[config.mk]
export PLATFORM = sky130hd
export DESIGN_NAME = cpu_read_addressing_sequencer_core
export DESIGN_NICKNAME = d
export VERILOG_FILES = /design/src/cras_pkg.sv /design/src/cras_step.sv /design/src/cpu_read_addressing_sequencer_core.sv
export SDC_FILE = /design/constraint.sdc
export NUM_CORES = 1
export LEC_CHECK = 0
export ABC_AREA = 1
export ABC_CLOCK_PERIOD_IN_PS = 6300
export BUFFER_PORTS_ARGS = -buffer_cell sky130_fd_sc_hd__buf_2
export CAP_MARGIN = 20
export CELL_PAD_IN_SITES_DETAIL_PLACEMENT = 0
export CELL_PAD_IN_SITES_GLOBAL_PLACEMENT = 1
export CORE_UTILIZATION = 39
export CTS_CLUSTER_DIAMETER = 60
export DETAILED_ROUTE_END_ITERATION = 8
export PLACE_DENSITY_LB_ADDON = 0.1
export SLEW_MARGIN = 15
export SYNTH_ARGS = -nofsm -noshare
export SYNTH_HDL_FRONTEND = slang
export SYNTH_SLANG_ARGS = --single-unit
[constraint.sdc]
create_clock -name i_clk -period 6.3 [get_ports i_clk]
set_clock_uncertainty 0.1 [all_clocks]
set_input_delay 0.945 -clock i_clk [delete_from_list [all_inputs] [get_ports i_clk]]
set_output_delay 0.945 -clock i_clk [all_outputs]
set_load 0.01 [all_outputs]
[src/cras_pkg.sv]
// Shared types and codes for the 6502 read-addressing bus sequencer.
// No dependencies; used by cras_step and the top level.
`timescale 1ns / 1ps
`default_nettype none

package cras_pkg;

    typedef enum logic [1:0] {
        KIND_READ = 2'd0,
        KIND_IDLE = 2'd1,
        KIND_DONE = 2'd2
    } t_kind;

    typedef enum logic [3:0] {
        AM_IMM  = 4'd0,
        AM_ABS  = 4'd1,
        AM_ZP   = 4'd2,
        AM_ZPX  = 4'd3,
        AM_ZPY  = 4'd4,
        AM_ABSX = 4'd5,
        AM_ABSY = 4'd6,
        AM_INDX = 4'd7,
        AM_INDY = 4'd8
    } t_amode;

    localparam logic       ITEM_START = 1'b0;
    localparam logic       ITEM_DATA  = 1'b1;
    localparam logic [3:0] AM_LAST    = 4'd8;

    // step within an addressing sequence
    localparam logic [2:0] PH_0 = 3'd0;
    localparam logic [2:0] PH_1 = 3'd1;
    localparam logic [2:0] PH_2 = 3'd2;
    localparam logic [2:0] PH_3 = 3'd3;
    localparam logic [2:0] PH_4 = 3'd4;

    typedef struct packed {
        logic        mode;
        logic [3:0]  addressing;
        logic [15:0] pc_in;
        logic [7:0]  index_x;
        logic [7:0]  index_y;
        logic [7:0]  read_data;
    } t_in;

    typedef struct packed {
        t_kind       kind;
        logic [15:0] address;
        logic [7:0]  operand;
        logic [15:0] next_pc;
        logic        last;
    } t_out;

    typedef struct packed {
        logic        busy;
        logic [2:0]  phase;
        t_amode      mode_held;
        logic [15:0] pc_held;
        logic [7:0]  x_held;
        logic [7:0]  y_held;
        logic [8:0]  low_sum;
        logic [7:0]  high_byte;
    } t_state;

endpackage

`default_nettype wire

[src/cras_step.sv]
// Next-state and result logic for one transfer of the sequencer.
// Purely combinational; depends on cras_pkg.
`timescale 1ns / 1ps
`default_nettype none

module cras_step (
    input  var cras_pkg::t_state i_state,
    input  var cras_pkg::t_in    i_item,
    output cras_pkg::t_state     o_state,
    output cras_pkg::t_out       o_res0,
    output cras_pkg::t_out       o_res1,
    output logic [1:0]           o_nres
);

    logic [7:0] d;
    logic [7:0] idx;
    logic [8:0] sum;
    logic [7:0] zp_sum;
    logic [7:0] ptr;
    logic [7:0] high_inc;

    assign d        = i_item.read_data;
    assign idx      = ((i_state.mode_held == cras_pkg::AM_ABSX) ||
                       (i_state.mode_held == cras_pkg::AM_ZPX) ||
                       (i_state.mode_held == cras_pkg::AM_INDX)) ?
                      i_state.x_held : i_state.y_held;
    assign sum      = {1'b0, i_state.low_sum[7:0]} + {1'b0, idx};
    assign zp_sum   = d + idx;
    assign ptr      = i_state.low_sum[7:0] + 8'd1;
    assign high_inc = i_state.high_byte + 8'd1;

    always_comb begin
        o_state        = i_state;
        o_res0         = '0;
        o_res0.kind    = cras_pkg::KIND_READ;
        o_res0.next_pc = i_state.pc_held;
        o_res1         = o_res0;
        o_nres         = 2'd0;

        if (i_item.mode == cras_pkg::ITEM_START) begin
            o_state.mode_held = (i_item.addressing > cras_pkg::AM_LAST) ?
                                cras_pkg::AM_IMM : cras_pkg::t_amode'(i_item.addressing);
            o_state.pc_held   = i_item.pc_in + 16'd1;
            o_state.x_held    = i_item.index_x;
            o_state.y_held    = i_item.index_y;
            o_state.low_sum   = '0;
            o_state.high_byte = '0;
            o_state.busy      = 1'b1;
            o_state.phase     = cras_pkg::PH_0;
            o_res0.address    = i_item.pc_in;
            o_res0.next_pc    = i_item.pc_in;
            o_nres            = 2'd1;
        end else if (i_state.busy) begin
            o_nres = 2'd1;
            // finish by default; the arms below override for in-flight steps
            o_state.busy   = 1'b0;
            o_state.phase  = cras_pkg::PH_0;
            o_res0.kind    = cras_pkg::KIND_DONE;
            o_res0.operand = d;
            o_res0.last    = 1'b1;
            unique case (i_state.mode_held)
                cras_pkg::AM_ABS, cras_pkg::AM_ABSX, cras_pkg::AM_ABSY: begin
                    if (i_state.phase == cras_pkg::PH_0) begin
                        o_state         = i_state;
                        o_state.low_sum = {1'b0, d};
                        o_state.phase   = cras_pkg::PH_1;
                        o_state.pc_held = i_state.pc_held + 16'd1;
                        o_res0          = o_res1;
                        o_res0.address  = i_state.pc_held;
                    end else if (i_state.phase == cras_pkg::PH_1) begin
                        o_state           = i_state;
                        o_state.high_byte = d;
                        o_state.phase     = cras_pkg::PH_2;
                        o_res0            = o_res1;
                        if (i_state.mode_held == cras_pkg::AM_ABS) begin
                            o_res0.address = {d, i_state.low_sum[7:0]};
                        end else begin
                            o_state.low_sum = sum;
                            o_res0.address  = {d, sum[7:0]};
                        end
                    end else if (i_state.phase == cras_pkg::PH_2 &&
                                 i_state.mode_held != cras_pkg::AM_ABS &&
                                 i_state.low_sum[8]) begin
                        o_state        = i_state;
                        o_state.phase  = cras_pkg::PH_3;
                        o_res0         = o_res1;
                        o_res0.address = {high_inc, i_state.low_sum[7:0]};
                    end
                end
                cras_pkg::AM_ZP: begin
                    if (i_state.phase == cras_pkg::PH_0) begin
                        o_state         = i_state;
                        o_state.low_sum = {1'b0, d};
                        o_state.phase   = cras_pkg::PH_1;
                        o_res0          = o_res1;
                        o_res0.address  = {8'd0, d};
                    end
                end
                cras_pkg::AM_ZPX, cras_pkg::AM_ZPY, cras_pkg::AM_INDX: begin
                    if (i_state.phase == cras_pkg::PH_0) begin
                        // internal idle cycle, then the wrapped zero page address
                        o_state         = i_state;
                        o_state.low_sum = {1'b0, zp_sum};
                        o_state.phase   = cras_pkg::PH_1;
                        o_res0          = o_res1;
                        o_res0.kind     = cras_pkg::KIND_IDLE;
                        o_res1.address  = {8'd0, zp_sum};
                        o_nres          = 2'd2;
                    end else if (i_state.mode_held == cras_pkg::AM_INDX &&
                                 i_state.phase == cras_pkg::PH_1) begin
                        o_state         = i_state;
                        o_state.low_sum = {1'b0, d};
                        o_state.phase   = cras_pkg::PH_2;
                        o_res0          = o_res1;
                        o_res0.address  = {8'd0, ptr};
                    end else if (i_state.mode_held == cras_pkg::AM_INDX &&
                                 i_state.phase == cras_pkg::PH_2) begin
                        o_state           = i_state;
                        o_state.high_byte = d;
                        o_state.phase     = cras_pkg::PH_3;
                        o_res0            = o_res1;
                        o_res0.address    = {d, i_state.low_sum[7:0]};
                    end
                end
                cras_pkg::AM_INDY: begin
                    if (i_state.phase == cras_pkg::PH_0) begin
                        o_state         = i_state;
                        o_state.low_sum = {1'b0, d};
                        o_state.phase   = cras_pkg::PH_1;
                        o_res0          = o_res1;
                        o_res0.address  = {8'd0, d};
                    end else if (i_state.phase == cras_pkg::PH_1) begin
                        o_state         = i_state;
                        o_state.low_sum = {1'b0, d};
                        o_state.phase   = cras_pkg::PH_2;
                        o_res0          = o_res1;
                        o_res0.address  = {8'd0, ptr};
                    end else if (i_state.phase == cras_pkg::PH_2) begin
                        o_state           = i_state;
                        o_state.high_byte = d;
                        o_state.low_sum   = sum;
                        o_state.phase     = cras_pkg::PH_3;
                        o_res0            = o_res1;
                        o_res0.address    = {d, sum[7:0]};
                    end else if (i_state.phase == cras_pkg::PH_3 && i_state.low_sum[8]) begin
                        o_state        = i_state;
                        o_state.phase  = cras_pkg::PH_4;
                        o_res0         = o_res1;
                        o_res0.address = {high_inc, i_state.low_sum[7:0]};
                    end
                end
                default: begin
                    // immediate: done with the returned byte
                end
            endcase
        end
    end

endmodule

`default_nettype wire

[src/cpu_read_addressing_sequencer_core.sv]
// Results are registered in the two-entry result buffer before they reach the output.
// Accepts one input per cycle while o_in_ready is high; an input that yields an idle
// cycle and a read places both results in the buffer.
// Reset (synchronous, active low) clears the sequence state and empties the buffer.
// Top level of the 6502 read-addressing bus sequencer; depends on cras_pkg, cras_step.
`timescale 1ns / 1ps
`default_nettype none

module cpu_read_addressing_sequencer_core (
    input  var logic           i_clk,
    input  var logic           i_rst_n,
    input  var logic           i_in_valid,
    output logic               o_in_ready,
    input  var cras_pkg::t_in  i_in,
    output logic               o_out_valid,
    input  var logic           i_out_ready,
    output cras_pkg::t_out     o_out
);

    cras_pkg::t_state r_state;
    cras_pkg::t_state n_state;
    cras_pkg::t_out   r_slot [2];
    cras_pkg::t_out   n_slot [2];
    logic [1:0]       r_cnt;
    logic [1:0]       n_cnt;

    cras_pkg::t_out   res0;
    cras_pkg::t_out   res1;
    logic [1:0]       nres;
    logic [1:0]       rem;
    logic [2:0]       total;
    logic             pop;
    logic             push;

    cras_step u_step (
        .i_state (r_state),
        .i_item  (i_in),
        .o_state (n_state),
        .o_res0  (res0),
        .o_res1  (res1),
        .o_nres  (nres)
    );

    assign o_out_valid = (r_cnt != 2'd0);
    assign o_out       = r_slot[0];
    assign pop         = o_out_valid && i_out_ready;
    assign rem         = r_cnt - {1'b0, pop};
    assign total       = {1'b0, rem} + {1'b0, nres};
    assign o_in_ready  = (total <= 3'd2);
    assign push        = i_in_valid && o_in_ready;

    always_comb begin
        n_slot = r_slot;
        n_cnt  = rem;
        if (pop) begin
            n_slot[0] = r_slot[1];
        end
        if (push) begin
            if (rem == 2'd0) begin
                n_slot[0] = res0;
                n_slot[1] = res1;
            end else if (rem == 2'd1) begin
                n_slot[1] = res0;
            end
            n_cnt = total[1:0];
        end
    end

    always_ff @(posedge i_clk) begin
        if (!i_rst_n) begin
            r_state <= '0;
            r_cnt   <= 2'd0;
        end else begin
            if (push) begin
                r_state <= n_state;
            end
            r_cnt <= n_cnt;
        end
    end

    // result slots carry payload only
    always_ff @(posedge i_clk) begin
        r_slot <= n_slot;
    end

    a_cnt_range: assert property (@(posedge i_clk) disable iff (!i_rst_n)
        r_cnt != 2'd3)
        else $error("result buffer count out of range");

    a_cnt_track: assert property (@(posedge i_clk) disable iff (!i_rst_n)
        ##1 $past(i_rst_n) |->
        ({1'b0, r_cnt} == $past({1'b0, r_cnt}) - {2'b0, $past(pop)} +
                          ($past(push) ? {1'b0, $past(nres)} : 3'd0)))
        else $error("result buffer count lost track of transfers");

    a_start_busy: assert property (@(posedge i_clk) disable iff (!i_rst_n)
        (push && i_in.mode == cras_pkg::ITEM_START) |=> r_state.busy)
        else $error("start transfer did not begin a sequence");

    a_done_last: assert property (@(posedge i_clk) disable iff (!i_rst_n)
        o_out_valid |-> ((o_out.kind == cras_pkg::KIND_DONE) == o_out.last))
        else $error("last flag does not match done result");

    a_idle_pair: assert property (@(posedge i_clk) disable iff (!i_rst_n)
        (push && nres == 2'd2) |-> (res0.kind == cras_pkg::KIND_IDLE &&
                                    res1.kind == cras_pkg::KIND_READ))
        else $error("two-result step is not an idle cycle then a read");

endmodule

`default_nettype wire
==> flow_summary.ini <==
[status]
status = finished, final reports clean

[drt]
drtPass1Iterations = 8
routedWlPerCell_um = 19.1
drt_iter0_markers = 904
wl_um = 35500
ant_nets = 0
drc = 0
vias = 10200
vias_per_cell = 5.47

[setup_path]
cp_data_arrival_time_ps = 4710
end_kind = flop
cp_slowest_cell = inv_1
critPathMaxStageDelay_ps = 680
r2r_cells = 20
path_cells = nand2_1, inv_1, nand2_1, o21ai_2, buf_4, nand2_1, nor2_1, nor2_1, ha_1, fa_1, nand2_1, inv_1, nor3b_2, inv_1, nor2_4, nand2_2, buf_4, inv_1, nand3_1, nand2_1
setup.worst_path.class = flop to flop
cp-startpoint = r_state[50]
worstPathRequired_ps = 6590
crit_path_max_fanout = 62
start_kind = flop
r2r_end = o_out[19]
crit_path_end = o_out[19]
cpMostUsedCell = nand2_1
reg2reg_slack_ps = 1870
reg2reg_from = r_state[50]

[power]
power_leakage_nw = 4.99
power_density_mw_per_mm2 = 399
ir_drop_uv = 242

[floorplan]
io_pins = 94
die_y_um = 161
core-area_sq_mm = 0.0245
num_rows = 57
die-area_sq_mm = 0.0259
die_w_um = 161
initial_core_util_pct = 40.2

[place]
dp_cells = 1828
place_hpwl_um = 25900
gp_congestion = 0.940
portBuffers = 93
place_ws_ps = 1540

[global_route]
antenna_found_initial = 0
grt_start_max_net_pins = 63
grt-ovfl-total = 0
grt_pass1_vias = 9348
grt_usage_pct = 27.8
grt_pass1_wl_um = 55000

[clocking]
cts_root_buf = clkbuf_16
hold_buffers = 0
cts_resized = 0
cts-htree-levels = 4
clk_path_buf_depth = 2
cts_setup_buffers = 0
cts_tree = built
worstSkewPairLatency_ps = 440
clock-sinks = 144
clkTransAtPathRegs_ps = 80
cts_buffers = 17

[worst_hold_path]
hold_path_class = flop to flop

[finish]
syn_to_final_growth_pct = 10.4
fin_cells = 1861
final_util_pct = 44.4
num_antenna_cells = 0
nets = 1599
drive_gt1_share_pct = 12.2

[yosys]
synth_fp_nets = 1579
syn_area_per_cell_sq_um = 6.56
syn_area_sq_mm = 0.00987
synthDistinctLibCells = 50
synth_warnings = 0
yosysSeqAreaShare_pct = 33.5
ys_ff_latch = 144
synthCells = 1504

[sta]
max_slew_margin_pct = 32.2
rsz0062_at_grt = no
tightest_slew_ps = 1010
fin_crit_sh_pct = 70.3
setup_tns_ps = 0
setup_violations = 0
fmax_ghz = 0.226
fin_ws_ps = 1870
hold_slack_ps = 348
hold_violations = 0
drv_slew = 0
fin_crit_ps = 4430

[flow_run]
cap_violations = 0
-- cell type report --
class	instances	area [sq um]
Sequential cell	144	3300
Clock inverter	15	190
Multi-Input combinational cell	1109	5450
Tap cell	324	405
Inverter	147	552
Fill cell	2680	13600
Clock buffer	17	425
Timing Repair Buffer	105	563
-- sequential cells by signal, indices dropped and copies added (netlist names) --
name and cells:
r_state 57, o_out 43, r_slot 42, r_cnt 2
-- critical path: cells and delay by family (launching register included) --
family | cells | cell delay [ps]
AOI/OAI and AO/OA | 1 | 70
adders and majority gates | 2 | 680
buffers and inverters | 6 | 1600
DFF | 1 | 400
and+or+nand+nor | 11 | 1480
-- worst min path at each step --
stage | startpoint | endpoint | slack, ps | cells past startpoint
2_1_floorplan | r_state[17] | r_state[17] | 320 | 2
3_3_place_gp | r_state[17] | r_state[17] | 340 | 2
3_5_place_dp | r_state[23] | r_state[23] | 340 | 2
4_1_cts | r_state[23] | r_state[23] | 350 | 2
5_1_grt | r_state[23] | r_state[23] | 370 | 2
6_report | r_state[18] | r_state[18] | 350 | 2
-- where the power goes --
part | internal (mW) | switching, mW | total, mW
registers | 1.35 | 0.164 | 1.52
clock network | 0.573 | 0.491 | 1.06
logic | 0.547 | 1.21 | 1.76
-- cell families after synthesis --
| family | synth area share, % |
|---|---|
| compound gates | 17.9 |
| simple gates | 32.1 |
| flops | 33.5 |
| xor+xnor | 1.60 |
| fa+ha+maj | 3.53 |
| buf+inv | 11.4 |
-- cell usage after synthesis (all sizes together) --
cell type | number | area share [%]
edfxtp | 42 | 13
nor2 | 121 | 5.0
o2111ai | 2 | 0.18
a22oi | 2 | 0.15
inv | 144 | 5.5
nor4 | 3 | 0.19
or2 | 7 | 0.44
fa | 3 | 0.61
clkbuf | 43 | 1.6
and3 | 1 | 0.063
o21bai | 5 | 0.38
a21oi | 105 | 5.4
nand2 | 468 | 18
nand3b | 2 | 0.15
nor3 | 16 | 0.91
a21o | 2 | 0.15
o22ai | 10 | 0.63
ha | 23 | 2.9
a221oi | 1 | 0.089
nand4 | 25 | 1.6
dfxtp | 102 | 21
clkinv | 3 | 0.11
a211oi | 8 | 0.74
o211ai | 10 | 0.76
o21ai | 142 | 7.3
and2 | 1 | 0.063
nand3 | 99 | 5.3
a31oi | 30 | 1.9
o32ai | 1 | 0.089
buf | 61 | 4.2
xnor2 | 8 | 0.71
nor3b | 2 | 0.20
o221ai | 2 | 0.18
xor2 | 10 | 0.89
-- routing by layer --
| metal | routed length [um] | vias up | track usage [%] |
|---|---|---|---|
| met5 | 0 | - | 0 |
| met4 | 542 | 0 | 7.20 |
| met3 | 2630 | 39 | 5.14 |
| met2 | 15400 | 389 | 42.1 |
| met1 | 17000 | 4758 | 40.3 |
| li1 | - | 4993 | - |
-- metrics by stage --
stage          area, sq um  total power, mW
4_1_cts              10900             4.35
2_1_floorplan         9870             2.86
6_report             10900             4.34
5_1_grt              10900             4.64
3_5_place_dp         10300             3.29
3_3_place_gp         10300             3.27
-- cells in the final DEF (no fill, tap or decap), drive strengths merged --
| master | netlist | final |
|---|---|---|
| bufinv | 0 | 1 |
| xnor2 | 8 | 8 |
| o22ai | 10 | 10 |
| nor4 | 3 | 3 |
| o211ai | 10 | 10 |
| clkbuf | 43 | 17 |
| nor3b | 2 | 2 |
| clkinv | 3 | 7 |
| a221oi | 1 | 1 |
| o221ai | 2 | 2 |
| and3 | 1 | 1 |
| dfxtp | 102 | 102 |
| a31oi | 30 | 30 |
| clkinvlp | 0 | 2 |
| ha | 23 | 23 |
| o21ai | 142 | 142 |
| edfxtp | 42 | 42 |
| o21bai | 5 | 5 |
| fa | 3 | 3 |
| o32ai | 1 | 1 |
| and2 | 1 | 1 |
| nor3 | 16 | 16 |
| nor2 | 121 | 121 |
| nand4 | 25 | 25 |
| a211oi | 8 | 8 |
| nand3b | 2 | 2 |
| nand3 | 99 | 99 |
| a21o | 2 | 2 |
| xor2 | 10 | 10 |
| o2111ai | 2 | 2 |
| buf | 61 | 105 |
| a21oi | 105 | 105 |
| or2 | 7 | 7 |
| inv | 144 | 152 |
| a22oi | 2 | 2 |
| nand2 | 468 | 468 |
(Power assumes the default switching activity.)
